### config.mk
export PLATFORM = sky130hd
export DESIGN_NAME = stei_front
export DESIGN_NICKNAME = d
export VERILOG_FILES = /design/src/hdl/stei_pkg.sv /design/src/hdl/stei_front.sv
export SDC_FILE = /design/constraint.sdc
export NUM_CORES = 2
export LEC_CHECK = 0
export BUFFER_PORTS_ARGS = -buffer_cell sky130_fd_sc_hd__buf_2
export CORE_AREA = 4 4 465 467
export DETAILED_ROUTE_END_ITERATION = 10
export DIE_AREA = 0 0 469 471
export GPL_TIMING_DRIVEN = 0
export SKIP_CTS_REPAIR_TIMING = 1
export SLEW_MARGIN = 0
export SYNTH_ARGS = -nofsm -noshare
export SYNTH_HDL_FRONTEND = slang
export SYNTH_SLANG_ARGS = --single-unit
### constraint.sdc
create_clock -name clk -period 7.5 [get_ports clk]
set_clock_uncertainty 0.2 [all_clocks]
set_input_delay 1.5 -clock clk [delete_from_list [all_inputs] [get_ports clk]]
set_output_delay 1.5 -clock clk [all_outputs]
set_load 0.03 [all_outputs]
### src/hdl/stei_pkg.sv
package stei_pkg;

	localparam int NORM_BITS = 30;
	localparam int Q_FRAC = 14;
	localparam int QUO_W = 15;
	localparam int ROOT1_N = 31;
	localparam int ROOT2_N = 32;
	localparam int AM_W = 32;
	localparam logic signed [15:0] Q_ONE = 16'sd16384;

	typedef struct packed {
		logic signed [15:0] gx;
		logic signed [15:0] gy;
		logic [NORM_BITS-1:0] dm;
		logic [NORM_BITS-1:0] bm;
		logic dneg;
		logic bneg;
		logic diag;
		logic signed [15:0] dx;
		logic signed [15:0] dy;
	} front_side_t;

	typedef struct packed {
		logic bneg;
		logic pneg;
		logic pzero;
		logic diag;
		logic signed [15:0] dx;
		logic signed [15:0] dy;
	} out_side_t;

	typedef struct packed {
		logic [AM_W-1:0] am;
		logic [NORM_BITS-1:0] bm;
		out_side_t flags;
	} root_side_t;

	function automatic logic signed [15:0] sign_unit(logic signed [15:0] v);
		logic signed [15:0] u;
		u = 16'sd0;
		if (v > 16'sd0) begin
			u = Q_ONE;
		end else if (v < 16'sd0) begin
			u = -Q_ONE;
		end
		return u;
	endfunction

endpackage

### src/hdl/stei_front.sv
module stei_front (
	input logic clk,
	input logic arst_n,
	input logic en,
	input logic in_valid,
	input logic signed [15:0] grad_x,
	input logic signed [15:0] grad_y,
	input logic [31:0] tensor_xx,
	input logic [31:0] tensor_yy,
	input logic signed [31:0] tensor_xy,
	output logic out_valid,
	output logic [2*stei_pkg::ROOT1_N-1:0] rad,
	output stei_pkg::front_side_t side
);
	import stei_pkg::*;

	logic [32:0] d;
	logic dneg;
	logic bneg;
	logic [31:0] dm;
	logic [31:0] xy_abs;
	logic signed [15:0] dx;
	logic signed [15:0] dy;

	logic v_s1, v_s2, v_s3, v_s4, v_s5;
	logic signed [15:0] gx_s1, gx_s2, gx_s3, gx_s4, gx_s5;
	logic signed [15:0] gy_s1, gy_s2, gy_s3, gy_s4, gy_s5;
	logic dneg_s1, dneg_s2, dneg_s3, dneg_s4, dneg_s5;
	logic bneg_s1, bneg_s2, bneg_s3, bneg_s4, bneg_s5;
	logic diag_s1, diag_s2, diag_s3, diag_s4, diag_s5;
	logic signed [15:0] dx_s1, dx_s2, dx_s3, dx_s4, dx_s5;
	logic signed [15:0] dy_s1, dy_s2, dy_s3, dy_s4, dy_s5;
	logic [32:0] dm_s1, dm_s2;
	logic [32:0] bm_s1, bm_s2;
	logic [5:0] len_s2;
	logic [NORM_BITS-1:0] dm_s3, dm_s4, dm_s5;
	logic [NORM_BITS-1:0] bm_s3, bm_s4, bm_s5;
	logic [2*NORM_BITS-1:0] dsq_s4, bsq_s4;
	logic [2*ROOT1_N-1:0] rad_s5;

	logic [32:0] mx;
	logic [5:0] len;
	logic [5:0] sh_r;
	logic [5:0] sh_l;
	logic [32:0] dm_sh;
	logic [32:0] bm_sh;
	logic [NORM_BITS-1:0] bm_fix;

	always_comb begin
		d = {1'b0, tensor_xx} - {1'b0, tensor_yy};
		dneg = d[32];
		dm = dneg ? 32'(-d) : d[31:0];
		bneg = tensor_xy[31];
		xy_abs = bneg ? 32'(-tensor_xy) : 32'(tensor_xy);
		dx = 16'sd0;
		dy = 16'sd0;
		if (tensor_xx == 32'd0 && tensor_yy == 32'd0) begin
			dx = 16'sd0;
		end else if (tensor_xx > tensor_yy) begin
			dx = sign_unit(grad_x);
		end else begin
			dy = sign_unit(grad_y);
		end
	end

	always_comb begin
		mx = (dm_s1 > bm_s1) ? dm_s1 : bm_s1;
		len = 6'd0;
		for (int i = 0; i < 33; i++) begin
			if (mx[i]) begin
				len = 6'(i + 1);
			end
		end
	end

	always_comb begin
		sh_r = len_s2 - 6'(NORM_BITS);
		sh_l = 6'(NORM_BITS) - len_s2;
		if (len_s2 > 6'(NORM_BITS)) begin
			dm_sh = dm_s2 >> sh_r;
			bm_sh = bm_s2 >> sh_r;
		end else begin
			dm_sh = dm_s2 << sh_l;
			bm_sh = bm_s2 << sh_l;
		end
		bm_fix = (bm_sh[NORM_BITS-1:0] == '0) ? NORM_BITS'(1) : bm_sh[NORM_BITS-1:0];
	end

	always_ff @(posedge clk or negedge arst_n) begin
		if (!arst_n) begin
			v_s1 <= 1'b0;
			v_s2 <= 1'b0;
			v_s3 <= 1'b0;
			v_s4 <= 1'b0;
			v_s5 <= 1'b0;
		end else if (en) begin
			v_s1 <= in_valid;
			v_s2 <= v_s1;
			v_s3 <= v_s2;
			v_s4 <= v_s3;
			v_s5 <= v_s4;
		end
	end

	always_ff @(posedge clk) begin
		if (en) begin
			gx_s1 <= grad_x;
			gy_s1 <= grad_y;
			dneg_s1 <= dneg;
			bneg_s1 <= bneg;
			diag_s1 <= (tensor_xy == 32'sd0);
			dx_s1 <= dx;
			dy_s1 <= dy;
			dm_s1 <= {1'b0, dm};
			bm_s1 <= {xy_abs, 1'b0};

			gx_s2 <= gx_s1;
			gy_s2 <= gy_s1;
			dneg_s2 <= dneg_s1;
			bneg_s2 <= bneg_s1;
			diag_s2 <= diag_s1;
			dx_s2 <= dx_s1;
			dy_s2 <= dy_s1;
			dm_s2 <= dm_s1;
			bm_s2 <= bm_s1;
			len_s2 <= len;

			gx_s3 <= gx_s2;
			gy_s3 <= gy_s2;
			dneg_s3 <= dneg_s2;
			bneg_s3 <= bneg_s2;
			diag_s3 <= diag_s2;
			dx_s3 <= dx_s2;
			dy_s3 <= dy_s2;
			dm_s3 <= dm_sh[NORM_BITS-1:0];
			bm_s3 <= bm_fix;

			gx_s4 <= gx_s3;
			gy_s4 <= gy_s3;
			dneg_s4 <= dneg_s3;
			bneg_s4 <= bneg_s3;
			diag_s4 <= diag_s3;
			dx_s4 <= dx_s3;
			dy_s4 <= dy_s3;
			dm_s4 <= dm_s3;
			bm_s4 <= bm_s3;
			dsq_s4 <= dm_s3 * dm_s3;
			bsq_s4 <= bm_s3 * bm_s3;

			gx_s5 <= gx_s4;
			gy_s5 <= gy_s4;
			dneg_s5 <= dneg_s4;
			bneg_s5 <= bneg_s4;
			diag_s5 <= diag_s4;
			dx_s5 <= dx_s4;
			dy_s5 <= dy_s4;
			dm_s5 <= dm_s4;
			bm_s5 <= bm_s4;
			rad_s5 <= (2*ROOT1_N)'(dsq_s4) + (2*ROOT1_N)'(bsq_s4);
		end
	end

	assign out_valid = v_s5;
	assign rad = rad_s5;
	assign side.gx = gx_s5;
	assign side.gy = gy_s5;
	assign side.dm = dm_s5;
	assign side.bm = bm_s5;
	assign side.dneg = dneg_s5;
	assign side.bneg = bneg_s5;
	assign side.diag = diag_s5;
	assign side.dx = dx_s5;
	assign side.dy = dy_s5;

endmodule

==> impl_metrics.env <==
export IMPL_period_needed_ns=8.61
export IMPL_cp_end_kind="flip-flop"
export IMPL_cts_tree="done"
export IMPL_synth_top_area_share_pct=33.0
export IMPL_cp_required_ns=7.69
export IMPL_whs_path_depth=0
export IMPL_synth_top_area_cell="fa_1"
export IMPL_htreeDepth=3
export IMPL_drc=0
export IMPL_post_drt_wl_per_cell_um=23.7
export IMPL_drt_antenna_violating_nets=0
export IMPL_die_h_um=471
export IMPL_r2r_slack_ns=-1.11
export IMPL_whs_ns=0.187
export IMPL_vias=61444
export IMPL_synth_seq_cells=691
export IMPL_cts_buffers=81
export IMPL_grt_start_max_net_pins=142
export IMPL_syn_inst=8061
export IMPL_insertion_delay_ns=0.72
export IMPL_worstMarginPinSlew_ns=1.19
export IMPL_coreArea_um2=212000
export IMPL_crit_type="flip-flop to flip-flop"
export IMPL_fin_crit_sh_pct=115
export IMPL_fmax_mhz=116
export IMPL_start_kind="flip-flop"
export IMPL_crit_arrival_ns=8.80
export IMPL_ys_seq_area_share_pct=24.5
export IMPL_r2r_start="dm_s3[16]$_DFFE_PP_"
export IMPL_num_io_pins=322
export IMPL_rsz0062_at_grt="yes"
export IMPL_antenna_found_initial=16
export IMPL_r2r_end="dsq_s4[59]$_DFFE_PP_"
export IMPL_die_width_um=469
export IMPL_grt_first_pass_wirelength_mm=406
export IMPL_drv_slew=0
export IMPL_viasPerCell=5.27
export IMPL_synth_cell_types=98
export IMPL_failed_checks="negative setup slack"
export IMPL_slowest_delay_ns=0.62
export IMPL_yosys_warnings=0
export IMPL_r2r_cells=28
export IMPL_slew_headroom_pct=19.8
export IMPL_worst_hold_path_type="flip-flop to flip-flop"
export IMPL_place_congestion=1.01
export IMPL_setup_violations=57
export IMPL_drive_above_1_share_pct=16.8
export IMPL_synth_area_um2=84500
export IMPL_run_status="complete, but fails checks"
export IMPL_synth_ff_type="edfxtp_1"
export IMPL_clock_path_buffers=3
export IMPL_hold_violations=0
export IMPL_rows=169
export IMPL_grt_total_usage_pct=24.7
export IMPL_dr_first_iter_drc_count=4834
export IMPL_grt_ovfl_total=0
export IMPL_worstHoldStart="gx_s1[10]$_DFFE_PP_"
export IMPL_finish_utilization_pct=46.7
export IMPL_grt_pass1_vias=64177
export IMPL_n_fill_cell=19593
export IMPL_initial_utilization_pct=39.9
export IMPL_crit_fanout=10
export IMPL_firstDrtPassIters=6
export IMPL_synth_edff_count=686
export IMPL_synthToLayoutAreaGrowth_pct=17.0
export IMPL_finalNetCount=10933
export IMPL_synth_area_leaders="fa_1, edfxtp_1, ha_1"
export IMPL_hold_end="gx_s2[10]$_DFFE_PP_"
export IMPL_clock_sink_count=691
export IMPL_postSynth_asyncResetShare_pct=0.724
export IMPL_routed_wirelength_mm=276
export IMPL_cap_viol_max_count=0
export IMPL_dieArea_um2=221000
export IMPL_hpwl_mm=223
export IMPL_critPathSlowestCell="fa_1"
export IMPL_fin_ws_ns=-1.11
export IMPL_syn_area_per_cell_um2=10.5
export IMPL_port_buffers=292
export IMPL_cpMostUsedCell="fa_1"
export IMPL_clkTransAtPathRegs_ns=0.06
export IMPL_clock_root_buffer="clkbuf_16"
[through the flow]
stage / setup TNS [ns] / std cells / cell area (µm²) / worst slack [ns]
finish: -24.98 / 11657 / 98800 / -1.11
detailed placement: -124.81 / 11207 / 90300 / -3.06
CTS: -127.54 / 11349 / 92900 / -3.11
global route: -36.15 / 11651 / 98800 / -1.28
floorplan: -0.0638 / 8089 / 85100 / -0.0415
global placement: -4094.60 / 11202 / 90100 / -6.50
[metal layers]
layer | track usage [%] | part of all wire, % | up-vias
li1 | - | - | 27189
met2 | 39.5 | 46 | 2517
met3 | 4.74 | 8.0 | 541
met5 | 0 | 0.018 | -
met4 | 11.9 | 5.7 | 8
met1 | 32.2 | 40 | 31189
[state kept, by name, indices dropped and copies added (netlist names), 32 cells and up]
register	cells
dsq_s4	58
rad	61
bsq_s4	58
dm_s2	32
bm_s1	32
dm_s1	32
bm_s2	32
[critical path: cells and delay by family, from the launching register on]
kind / cells / cell delay, ns
xor+xnor: 1 / 0.21
compound gates: 5 / 1.47
buf+inv: 8 / 0.82
fa+ha+maj: 9 / 4.47
flops: 1 / 0.34
simple gates: 5 / 0.73
[cell usage after synthesis (all sizes together), types with 8 or more instances]
master and number:
nor3 56, o41ai 9, mux2 28, nor2b 62, nand4 40, o21bai 29, nand2 723, and3 19
o311ai 9, a2111oi 13, nor2 334, nand2b 32, mux4 49, or2 28, and2 354, a31oi 32
o22ai 29, o21ai 213, or4 8, a21oi 299, ha 639, clkinv 10, nand3 61, clkbuf 250
edfxtp 686, a211o 11, o211ai 26, fa 1391, a21boi 10, mux2i 102, nor4 37, xor2 79
xnor2 188, a22oi 30, a21o 115, o221ai 9, o31ai 22, or3 14, inv 1743, a211oi 56
o21a 32, and4 11, buf 70
[cell usage in the layout, fill, tap and decap left out, drive strengths merged, types with 24 or more instances in the layout]
cell | netlist | final
clkinvlp | 0 | 24
o21bai | 29 | 29
o211ai | 26 | 26
clkbuf | 250 | 208
nand3 | 61 | 61
nor2b | 62 | 62
and2 | 354 | 354
or2 | 28 | 28
ha | 639 | 639
buf | 70 | 803
o21ai | 213 | 213
a21o | 115 | 115
nor3 | 56 | 56
xnor2 | 188 | 188
nor2 | 334 | 334
o21a | 32 | 32
nor4 | 37 | 37
a22oi | 30 | 30
a211oi | 56 | 56
mux2i | 102 | 102
nand4 | 40 | 40
nand2 | 723 | 723
mux4 | 49 | 49
o22ai | 29 | 29
conb | 1 | 29
inv | 1743 | 1741
clkinv | 10 | 32
nand2b | 32 | 32
a21oi | 299 | 299
xor2 | 79 | 79
fa | 1391 | 1391
mux2 | 28 | 28
edfxtp | 686 | 686
a31oi | 32 | 32
[kinds of logic after synthesis]
| group | after synthesis | synth area share (%) |
|---|---|---|
| AO/OA/AOI/OAI | 1022 | 7.88 |
| XOR/XNOR | 267 | 2.77 |
| adder cells (fa/ha/maj) | 2030 | 42.4 |
| buffers and inverters | 2073 | 9.38 |
| flip-flops | 691 | 24.5 |
| multiplexers | 179 | 2.89 |
| other | 1 | 0.00444 |
| AND/OR/NAND/NOR | 1798 | 10.1 |
[how the worst max path moves through the flow]
stage | endpoint | startpoint | cells past startpoint | slack (ns)
floorplan | dsq_s4[58]$_DFFE_PP_ | dm_s3[13]$_DFFE_PP_ | 26 | -0.04
global placement | out_valid$_DFFE_PN0P_ | en | 2 | -6.50
detailed placement | dsq_s4[58]$_DFFE_PP_ | dm_s3[2]$_DFFE_PP_ | 27 | -3.06
CTS | dsq_s4[58]$_DFFE_PP_ | dm_s3[2]$_DFFE_PP_ | 27 | -3.11
global route | dsq_s4[58]$_DFFE_PP_ | dm_s3[18]$_DFFE_PP_ | 26 | -1.28
finish | dsq_s4[59]$_DFFE_PP_ | dm_s3[16]$_DFFE_PP_ | 28 | -1.11
[area by class of cell]
| type | count | area, µm² | area share [%] |
|---|---|---|---|
| clock buffers | 92 | 2070 | 2.09 |
| diodes | 6 | 15.0 | 0.0152 |
| flip-flops and latches | 691 | 20700 | 21.0 |
| well taps | 2821 | 3530 | 3.57 |
| inverters | 1753 | 6660 | 6.74 |
| repair buffers | 609 | 4460 | 4.51 |
| clock inverters | 50 | 602 | 0.609 |
| multi-input cells | 5325 | 58000 | 58.7 |
| plain buffers | 310 | 2810 | 2.85 |
Power is left out: the tool's default activity adds up to more than one toggle a clock period on the data nets, which glitch-free logic cannot reach.
